[src/sha1bc_pkg.sv]
// Shared types, constants and round helpers for the SHA-1 block compression core.
// Used by every module in src; depends on nothing.
package sha1bc_pkg;

  localparam int unsigned WordW      = 32;
  localparam int unsigned ChainWords = 5;
  localparam int unsigned BlockWords = 16;
  localparam int unsigned AddrW      = $clog2(BlockWords);
  localparam int unsigned Rounds     = 80;
  localparam int unsigned RoundW     = $clog2(Rounds);
  localparam int unsigned CfgAddrW   = 5;
  localparam int unsigned IdxW       = 3;

  localparam logic [WordW-1:0] K0 = 32'h5A82_7999;
  localparam logic [WordW-1:0] K1 = 32'h6ED9_EBA1;
  localparam logic [WordW-1:0] K2 = 32'h8F1B_BCDC;
  localparam logic [WordW-1:0] K3 = 32'hCA62_C1D6;

  localparam logic [ChainWords-1:0][WordW-1:0] ResetIv = {
    32'hC3D2_E1F0, 32'h1032_5476, 32'h98BA_DCFE, 32'hEFCD_AB89, 32'h6745_2301
  };

  typedef logic [ChainWords-1:0][WordW-1:0] chain_t;

  typedef enum logic [1:0] {
    GRP_CH  = 2'd0,
    GRP_XOR = 2'd1,
    GRP_MAJ = 2'd2,
    GRP_PAR = 2'd3
  } round_grp_t;

  typedef enum logic [2:0] {
    CORE_IDLE,
    CORE_PRIME,
    CORE_ISSUE,
    CORE_ROUND,
    CORE_DONE
  } core_state_t;

  typedef enum logic {
    TOP_COLLECT,
    TOP_COMPRESS
  } top_state_t;

  typedef struct packed {
    logic start;
    logic ack;
  } core_ctl_t;

  typedef struct packed {
    logic done;
  } core_sts_t;

  function automatic round_grp_t round_group(input logic [RoundW-1:0] r);
    round_grp_t g;
    if (r < 7'd20) begin
      g = GRP_CH;
    end else if (r < 7'd40) begin
      g = GRP_XOR;
    end else if (r < 7'd60) begin
      g = GRP_MAJ;
    end else begin
      g = GRP_PAR;
    end
    return g;
  endfunction

  function automatic logic [WordW-1:0] round_k(input round_grp_t g);
    logic [WordW-1:0] k;
    case (g)
      GRP_CH:  k = K0;
      GRP_XOR: k = K1;
      GRP_MAJ: k = K2;
      GRP_PAR: k = K3;
      default: k = K0;
    endcase
    return k;
  endfunction

  function automatic logic [WordW-1:0] round_f(input round_grp_t g,
                                               input logic [WordW-1:0] b,
                                               input logic [WordW-1:0] c,
                                               input logic [WordW-1:0] d);
    logic [WordW-1:0] f;
    case (g)
      GRP_CH:  f = d ^ (b & (c ^ d));
      GRP_MAJ: f = (b & c) | (d & (b | c));
      default: f = b ^ c ^ d;
    endcase
    return f;
  endfunction

endpackage

[src/sha1bc_wmem.sv]
// Message schedule store: 16 words, one write port and two registered read ports.
// Depends on sha1bc_pkg for widths.
module sha1bc_wmem (
  input  logic                              clk,
  input  logic                              we,
  input  logic [sha1bc_pkg::AddrW-1:0]      waddr,
  input  logic [sha1bc_pkg::WordW-1:0]      wdata,
  input  logic [sha1bc_pkg::AddrW-1:0]      raddr0,
  input  logic [sha1bc_pkg::AddrW-1:0]      raddr1,
  output logic [sha1bc_pkg::WordW-1:0]      rdata0,
  output logic [sha1bc_pkg::WordW-1:0]      rdata1
);

  logic [sha1bc_pkg::WordW-1:0] mem [sha1bc_pkg::BlockWords];

  always_ff @(posedge clk) begin
    if (we) begin
      mem[waddr] <= wdata;
    end
  end

  always_ff @(posedge clk) begin
    rdata0 <= mem[raddr0];
    rdata1 <= mem[raddr1];
  end

endmodule

[src/sha1bc_core.sv]
// Round sequencer and datapath: runs the 80 SHA-1 rounds over the schedule store.
// Depends on sha1bc_pkg and instantiates sha1bc_wmem.
module sha1bc_core (
  input  logic                             clk,
  input  logic                             rst,
  input  sha1bc_pkg::core_ctl_t            ctl,
  input  logic                             in_we,
  input  logic [sha1bc_pkg::AddrW-1:0]     in_addr,
  input  logic [sha1bc_pkg::WordW-1:0]     in_data,
  input  sha1bc_pkg::chain_t               chain_in,
  output sha1bc_pkg::core_sts_t            sts,
  output sha1bc_pkg::chain_t               work
);

  sha1bc_pkg::core_state_t state, state_next;
  logic [sha1bc_pkg::RoundW-1:0] rnd;
  logic [sha1bc_pkg::WordW-1:0]  x1;
  logic [sha1bc_pkg::WordW-1:0]  ek;

  logic                          mem_we;
  logic [sha1bc_pkg::AddrW-1:0]  mem_waddr;
  logic [sha1bc_pkg::WordW-1:0]  mem_wdata;
  logic [sha1bc_pkg::AddrW-1:0]  raddr0, raddr1;
  logic [sha1bc_pkg::WordW-1:0]  rdata0, rdata1;

  logic [sha1bc_pkg::AddrW-1:0]  rlo;
  logic                          expand;
  logic [sha1bc_pkg::WordW-1:0]  wx, wt, t, a_rot;
  sha1bc_pkg::round_grp_t        grp;

  sha1bc_wmem u_wmem (
    .clk    (clk),
    .we     (mem_we),
    .waddr  (mem_waddr),
    .wdata  (mem_wdata),
    .raddr0 (raddr0),
    .raddr1 (raddr1),
    .rdata0 (rdata0),
    .rdata1 (rdata1)
  );

  assign rlo    = rnd[sha1bc_pkg::AddrW-1:0];
  assign expand = (rnd >= 7'(sha1bc_pkg::BlockWords));
  assign grp    = sha1bc_pkg::round_group(rnd);

  // The second read pair carries w[r+2] and w[r]; the first pair was folded into x1.
  assign wx    = x1 ^ rdata0 ^ rdata1;
  assign wt    = expand ? {wx[30:0], wx[31]} : rdata1;
  assign a_rot = {work[0][26:0], work[0][31:27]};
  assign t     = a_rot + sha1bc_pkg::round_f(grp, work[1], work[2], work[3]) + ek + wt;

  always_comb begin
    state_next = state;
    case (state)
      sha1bc_pkg::CORE_IDLE:  if (ctl.start) state_next = sha1bc_pkg::CORE_PRIME;
      sha1bc_pkg::CORE_PRIME: state_next = sha1bc_pkg::CORE_ISSUE;
      sha1bc_pkg::CORE_ISSUE: state_next = sha1bc_pkg::CORE_ROUND;
      sha1bc_pkg::CORE_ROUND: begin
        if (rnd == 7'(sha1bc_pkg::Rounds - 1)) begin
          state_next = sha1bc_pkg::CORE_DONE;
        end else begin
          state_next = sha1bc_pkg::CORE_ISSUE;
        end
      end
      sha1bc_pkg::CORE_DONE:  if (ctl.ack) state_next = sha1bc_pkg::CORE_IDLE;
      default:                state_next = sha1bc_pkg::CORE_IDLE;
    endcase
  end

  always_comb begin
    raddr0    = rlo + 4'd13;
    raddr1    = rlo + 4'd8;
    mem_we    = in_we;
    mem_waddr = in_addr;
    mem_wdata = in_data;
    sts.done  = 1'b0;
    case (state)
      sha1bc_pkg::CORE_ISSUE: begin
        raddr0 = rlo + 4'd2;
        raddr1 = rlo;
      end
      sha1bc_pkg::CORE_ROUND: begin
        // Fetch the first pair for the next round while this one retires.
        raddr0    = rlo + 4'd14;
        raddr1    = rlo + 4'd9;
        mem_we    = expand;
        mem_waddr = rlo;
        mem_wdata = wt;
      end
      sha1bc_pkg::CORE_DONE: sts.done = 1'b1;
      default: ;
    endcase
  end

  always_ff @(posedge clk) begin
    if (rst) begin
      state <= sha1bc_pkg::CORE_IDLE;
      rnd   <= '0;
    end else begin
      state <= state_next;
      if (state == sha1bc_pkg::CORE_IDLE && ctl.start) begin
        rnd <= '0;
      end else if (state == sha1bc_pkg::CORE_ROUND) begin
        rnd <= rnd + 7'd1;
      end
    end
  end

  always_ff @(posedge clk) begin
    case (state)
      sha1bc_pkg::CORE_IDLE: begin
        if (ctl.start) work <= chain_in;
      end
      sha1bc_pkg::CORE_ISSUE: begin
        x1 <= rdata0 ^ rdata1;
        ek <= work[4] + sha1bc_pkg::round_k(grp);
      end
      sha1bc_pkg::CORE_ROUND: begin
        work[4] <= work[3];
        work[3] <= work[2];
        work[2] <= {work[1][1:0], work[1][31:2]};
        work[1] <= work[0];
        work[0] <= t;
      end
      default: ;
    endcase
  end

endmodule

[src/sha1_block_compress.sv]
// Top level of the SHA-1 block compression core: stream ports, APB registers,
// chaining value and digest output buffer. Depends on sha1bc_pkg and sha1bc_core.
//
//  Channel   Direction  Transaction carries
//  s_*       in         one message word (tdata) and the new-chain flag (tuser)
//  m_*       out        one digest word (tdata), its index (tuser), last flag (tlast)
//  APB       in         write or read of init_h0..init_h4 at byte address 4*i
//
// Words are taken one per cycle while collecting (s_tready is low during compression)
// until a block holds sixteen. The round sequencer then primes, runs each of the
// 80 rounds as an issue step and a round step (the schedule store has two read
// ports and every expanded round needs four words), and hands off its result.
// The five digest words leave from a buffer of their own, so the next block
// collects meanwhile.
// Reset (rst, synchronous) restores the standard initial value in the registers
// and clears all control state; the schedule store is not cleared.
// A stalled m_tready holds the digest buffer and, once the next block is
// compressed, keeps the sequencer waiting with its result.
module sha1_block_compress (
  input  logic                              clk,
  input  logic                              rst,
  // Input stream.
  input  logic                              s_tvalid,
  output logic                              s_tready,
  input  logic [31:0]                       s_tdata,   // [31:0] message_word
  input  logic [0:0]                        s_tuser,   // [0] new_chain
  // Output stream.
  output logic                              m_tvalid,
  input  logic                              m_tready,
  output logic [31:0]                       m_tdata,   // [31:0] digest_word
  output logic [2:0]                        m_tuser,   // [2:0] digest_index
  output logic                              m_tlast,   // last_word
  // Configuration port.
  input  logic                              psel,
  input  logic                              penable,
  input  logic                              pwrite,
  input  logic [sha1bc_pkg::CfgAddrW-1:0]   paddr,
  input  logic [31:0]                       pwdata,
  output logic [31:0]                       prdata,
  output logic                              pready
);

  sha1bc_pkg::top_state_t state, state_next;

  sha1bc_pkg::chain_t init_regs;     // configuration registers init_h0..init_h4
  sha1bc_pkg::chain_t chain_value;   // running chaining value
  sha1bc_pkg::chain_t digest_buf;    // words waiting to leave on m_*
  sha1bc_pkg::chain_t chain_sum;
  sha1bc_pkg::chain_t work;

  logic [sha1bc_pkg::AddrW-1:0] word_count;
  logic                         chain_started;
  logic                         out_busy;
  logic [sha1bc_pkg::IdxW-1:0]  out_idx;

  logic [sha1bc_pkg::IdxW-1:0]  cfg_idx;
  logic                         cfg_we;

  logic                         in_acc, out_acc, restart, block_full, finish;
  logic [sha1bc_pkg::AddrW-1:0] wr_slot;

  sha1bc_pkg::core_ctl_t ctl;
  sha1bc_pkg::core_sts_t sts;

  // APB: always ready; register i sits at byte address 4*i, higher indexes ignored.
  assign pready  = 1'b1;
  assign cfg_idx = paddr[sha1bc_pkg::CfgAddrW-1:2];
  assign cfg_we  = psel && penable && pwrite;

  always_comb begin
    prdata = '0;
    if (cfg_idx < 3'(sha1bc_pkg::ChainWords)) begin
      prdata = init_regs[cfg_idx];
    end
  end

  always_ff @(posedge clk) begin
    if (rst) begin
      init_regs <= sha1bc_pkg::ResetIv;
    end else if (cfg_we && cfg_idx < 3'(sha1bc_pkg::ChainWords)) begin
      init_regs[cfg_idx] <= pwdata;
    end
  end

  // Input side. A set flag, or the very first word after reset, opens a new chain:
  // earlier words of the block are dropped and this word lands in slot zero.
  assign s_tready   = (state == sha1bc_pkg::TOP_COLLECT);
  assign in_acc     = s_tvalid && s_tready;
  assign restart    = s_tuser[0] || !chain_started;
  assign wr_slot    = restart ? '0 : word_count;
  assign block_full = (wr_slot == 4'(sha1bc_pkg::BlockWords - 1));

  // The sequencer's result is taken only once the digest buffer has drained.
  assign finish = (state == sha1bc_pkg::TOP_COMPRESS) && sts.done && !out_busy;

  assign ctl.start = in_acc && block_full;
  assign ctl.ack   = finish;

  sha1bc_core u_core (
    .clk      (clk),
    .rst      (rst),
    .ctl      (ctl),
    .in_we    (in_acc),
    .in_addr  (wr_slot),
    .in_data  (s_tdata),
    .chain_in (chain_value),
    .sts      (sts),
    .work     (work)
  );

  always_comb begin
    for (int k = 0; k < sha1bc_pkg::ChainWords; k++) begin
      chain_sum[k] = chain_value[k] + work[k];
    end
  end

  always_comb begin
    state_next = state;
    case (state)
      sha1bc_pkg::TOP_COLLECT:  if (ctl.start) state_next = sha1bc_pkg::TOP_COMPRESS;
      sha1bc_pkg::TOP_COMPRESS: if (finish) state_next = sha1bc_pkg::TOP_COLLECT;
      default:                  state_next = sha1bc_pkg::TOP_COLLECT;
    endcase
  end

  always_ff @(posedge clk) begin
    if (rst) begin
      state         <= sha1bc_pkg::TOP_COLLECT;
      word_count    <= '0;
      chain_started <= 1'b0;
    end else begin
      state <= state_next;
      if (in_acc) begin
        chain_started <= 1'b1;
        word_count    <= wr_slot + 4'd1;
      end
    end
  end

  always_ff @(posedge clk) begin
    if (rst) begin
      chain_value <= '0;
    end else if (in_acc && restart) begin
      chain_value <= init_regs;
    end else if (finish) begin
      chain_value <= chain_sum;
    end
  end

  // Output side: five transactions per block, index zero first.
  assign out_acc  = m_tvalid && m_tready;
  assign m_tvalid = out_busy;
  assign m_tdata  = digest_buf[out_idx];
  assign m_tuser  = out_idx;
  assign m_tlast  = (out_idx == 3'(sha1bc_pkg::ChainWords - 1));

  always_ff @(posedge clk) begin
    if (rst) begin
      out_busy <= 1'b0;
      out_idx  <= '0;
    end else if (finish) begin
      out_busy <= 1'b1;
      out_idx  <= '0;
    end else if (out_acc) begin
      if (m_tlast) begin
        out_busy <= 1'b0;
      end
      out_idx <= out_idx + 3'd1;
    end
  end

  always_ff @(posedge clk) begin
    if (finish) begin
      digest_buf <= chain_sum;
    end
  end

endmodule
[config.mk]
export PLATFORM = sky130hd
export DESIGN_NAME = sha1_block_compress
export DESIGN_NICKNAME = d
export VERILOG_FILES = /design/src/sha1bc_pkg.sv /design/src/sha1bc_wmem.sv /design/src/sha1bc_core.sv /design/src/sha1_block_compress.sv
export SDC_FILE = /design/constraint.sdc
export NUM_CORES = 2
export LEC_CHECK = 0
export BUFFER_PORTS_ARGS = -buffer_cell sky130_fd_sc_hd__buf_4
export CAP_MARGIN = 10
export CELL_PAD_IN_SITES_DETAIL_PLACEMENT = 2
export CELL_PAD_IN_SITES_GLOBAL_PLACEMENT = 2
export CORE_ASPECT_RATIO = 2
export CORE_MARGIN = 3
export CORE_UTILIZATION = 44
export CTS_BUF_LIST = sky130_fd_sc_hd__clkbuf_4
export CTS_CLUSTER_SIZE = 16
export DETAILED_ROUTE_END_ITERATION = 6
export HOLD_SLACK_MARGIN = 0.06
export PLACE_DENSITY = 0.84
export SYNTH_ARGS = -nofsm -noshare
export SYNTH_HDL_FRONTEND = slang
export SYNTH_HIERARCHICAL = 1
export SYNTH_SLANG_ARGS = --single-unit
[constraint.sdc]
create_clock -name clk -period 32.6 [get_ports clk]
set_input_delay 3.26 -clock clk [delete_from_list [all_inputs] [get_ports clk]]
set_output_delay 3.26 -clock clk [all_outputs]
set_load 0.05 [all_outputs]
==> summary.txt <==
Setup path
  – Crit Path Category: in -> out
  – CP Launch Type: input port
  – Crit-path max FO: 36
  – Slowest CP cell: buf_4
  – CP arrival: 5.50 ns
  – CP top delay family: buffers and inverters
  – Largest stage delay on the critical path: 0.66 ns
  – Worst Setup End Kind: primary output
  – CP Cell Sequence: buf_4 -> buf_4 -> nor3b_2 -> buf_4 -> nand2_1 -> o21ai_0 -> a221o_1 -> buf_4
  – Worst EP required: 29.34 ns
  – Crit-path most repeated cell: buf_4
  – Worst Path Buf+Inv: 4

Layout
  – Final #Nets: 6818
  – Most frequent cells in the layout: nand2_1, edfxtp_1, clkbuf_4
  – Layout area overhead: 10.93%
  – Commonest non-fill, non-tap cell in the layout: nand2_1
  – Finished Layout Cells: 8725
  – Layout cells sized above 1: 17.73%
  – Fillers: 15660

Global route
  – Overall routing resource usage: 35.72%
  – Largest net degree at the start of global routing: 189
  – Initial antenna violation count: 8
  – Grt ovf: 0
  – First-pass GRT wire length: 425.8 mm
  – Vias in the first global route: 62760

Synthesis
  – Yosys cell types: 106
  – Post-synthesis register bit count: 1300
  – Synthesized Nets: 6608
  – Top FF cell, synth: edfxtp_1
  – Post-synthesis xor/xnor area fraction: 3.520%
  – Post-synthesis compound-gate area fraction: 14.57%
  – Post-synthesis mux area share: 10.27%
  – Post-synth EDFFs: 896
  – Synth Instances: 6176
  – Synth Cell Area: 69380 um2
  – Asr flop ratio synth: 0%
  – Register area share after synthesis: 50.44%
  – Largest family of logic cells by synthesized area: compound AO/OA/AOI/OAI gates
  – Synth Area in Simple Gates: 10.01%
  – Adder-cell share of the synthesized area: 7.149%
  – Mean Syn Cell Area: 11.23 um2
  – Synthesis Warnings: 6

Floorplanning
  – Core Area: 156200 um2
  – Initial core utilization: 44.41%
  – Full die area: 162800 um2
  – I/O pins: 148
  – Die width: 286.8 um
  – Std-Cell Rows: 205
  – Die height: 567.6 um

Timing
  – Fin Hold WS: 0.4761 ns
  – Crit path time final: 8.761 ns
  – Final count of negative-setup-slack endpoints: 0
  – RSZ-0062 raised after global routing: no
  – Skew final: 0.1140 ns
  – Max Clk Rate: 114.1 MHz
  – Slew headroom: 14.16%
  – Max Slew Vio Count: 0
  – Setup_tns: 0 ns
  – Period utilization: 26.87%
  – Slew @ Worst Pin: 1.288 ns
  – Final-report hold violation count: 0

Drt
  – DR WL/cell: 33.82 um
  – Drt drc: 0
  – 1st-pass router iterations: 6
  – Via count: 56250
  – Starting DRT DRC Count: 4602
  – ANT nets after route: 0
  – Via density: 6.447
  – Detailed Route WL: 295.1 mm

Clock network
  – Total CTS buffers: 322
  – # resized after CTS: 0
  – Worst-path clk slew: 0.07 ns
  – Root buffer cell: clkbuf_4
  – CTS tree: done
  – CTS Sinks: 1300
  – Post-CTS setup buffer count: 0
  – CTS Hold Bufs: 0
  – Clock latency on the worst-skew pair: 1.22 ns
  – H-tree depth: 5
  – Clock Path Buffers: 4

Pwr
  – Maximum VDD drop: 0.00002831 V
  – Power per Cell Area: 45.49 nW/um2
  – Final Power: 0.003501 W
  – Leak: 28.92 nW

Placement
  – Port Buffer Count: 144
  – GPL Wtd Cong: 0.9309
  – Placed Cells incl. Taps: 8125
  – Post-DP HPWL: 197.2 mm

Run status
  – Status: completed

Hold path
  – Hold Path Class: reg -> reg

Flow run
  – Max Cap Viol: 0
==> metal layers <==
metal | share of wire [%] | vias to the layer above | GRT usage [%]
met2 | 52 | 2729 | 63.70
met3 | 5.9 | 1066 | 4.958
met4 | 8.8 | 0 | 26.99
met1 | 34 | 29010 | 37.92
li1 | - | 23450 | -
met5 | 0 | - | 0
==> final timing paths <==
| kind | start | endpoint | slack (ns) | cells past startpoint |
|---|---|---|---|---|
| min | chain_started$_SDFFE_PP0P_ | chain_started$_SDFFE_PP0P_ | 0.48 | 2 |
| max | paddr[2] | prdata[5] | 23.84 | 8 |
| min reg2reg | chain_started$_SDFFE_PP0P_ | chain_started$_SDFFE_PP0P_ | 0.48 | 2 |
| max reg2reg | u_core/rnd[2]$_SDFFE_PP0P_ | u_core/work[27]$_DFFE_PP_ | 25.40 | 22 |
==> Yosys cell counts (all sizes together), types with 23 or more instances <==
| cell | n | area, um2 |
|---|---|---|
| nand2 | 1043 | 3915 |
| edfxtp | 896 | 26910 |
| a21oi | 478 | 2400 |
| dfxtp | 404 | 8088 |
| o21ai | 354 | 1783 |
| inv | 319 | 1197 |
| mux4 | 288 | 6486 |
| ha | 286 | 3578 |
| a22oi | 283 | 2125 |
| clkbuf | 283 | 1136 |
| nor2 | 184 | 693.2 |
| xnor2 | 169 | 1488 |
| nand3 | 129 | 645.6 |
| xor2 | 109 | 954.7 |
| a21o | 92 | 693.2 |
| buf | 85 | 459.2 |
| fa | 69 | 1381 |
| mux2i | 59 | 590.6 |
| a31oi | 57 | 356.6 |
| a211oi | 51 | 397.9 |
| nor3 | 50 | 250.2 |
| o21bai | 42 | 322.8 |
| a221o | 35 | 350.3 |
| nand4 | 31 | 193.9 |
| nor2b | 30 | 187.7 |
| nor3b | 30 | 230.2 |
| a31o | 24 | 210.2 |
| nand2b | 23 | 143.9 |
==> worst min-delay path: stages (launching register included) <==
cell and delay [ns]:
dfxtp_1 0.33, nor2_1 0.05, nor2_1 0.07
==> power breakdown <==
part           internal, W  leakage [nW]  switching [W]
combinational    0.0000631          15.0       0.000137
sequential         0.00177          11.4      0.0000136
clock             0.000743          2.52       0.000772
==> metrics by stage <==
step | util (%) | setup slack, ns | instance area, um2
6_report | 49.27 | 23.84 | 76960
5_1_grt | 49.27 | 23.84 | 76960
4_1_cts | 49.23 | 23.88 | 76890
3_5_place_dp | 46.48 | 23.90 | 72600
3_3_place_gp | 46.48 | 23.96 | 72600
2_1_floorplan | - | 19.95 | 69380
==> cell type report <==
cell class	count	area [um2]	share of cell area, %
Sequential cell	1300	35000	45.47
Antenna cell	7	17.52	0.02276
Timing Repair Buffer	255	1984	2.578
Tap cell	2070	2590	3.365
Inverter	320	1217	1.582
Clock inverter	100	643.1	0.8356
Multi-Input combinational cell	4187	31870	41.40
Clock buffer	486	3649	4.741
==> registers in the layout, summed over array words and instances (netlist names), 32 cells and up <==
name and count:
u_core/x1 32, u_core/u_wmem/mem 512, u_core/ek 32, u_core/u_wmem/rdata0 32, init_regs 160, u_core/work 160, u_core/u_wmem/rdata1 32, digest_buf 160
chain_value 160
==> logic make-up after synthesis <==
logic type      count (synthesis)
compound gates               1586
xor+xnor                      278
fa+ha+maj                     355
buf+inv                       689
flops                        1300
mux                           351
other cells                     1
simple gates                 1616
Note: power is estimated with default switching activity, not from simulation.
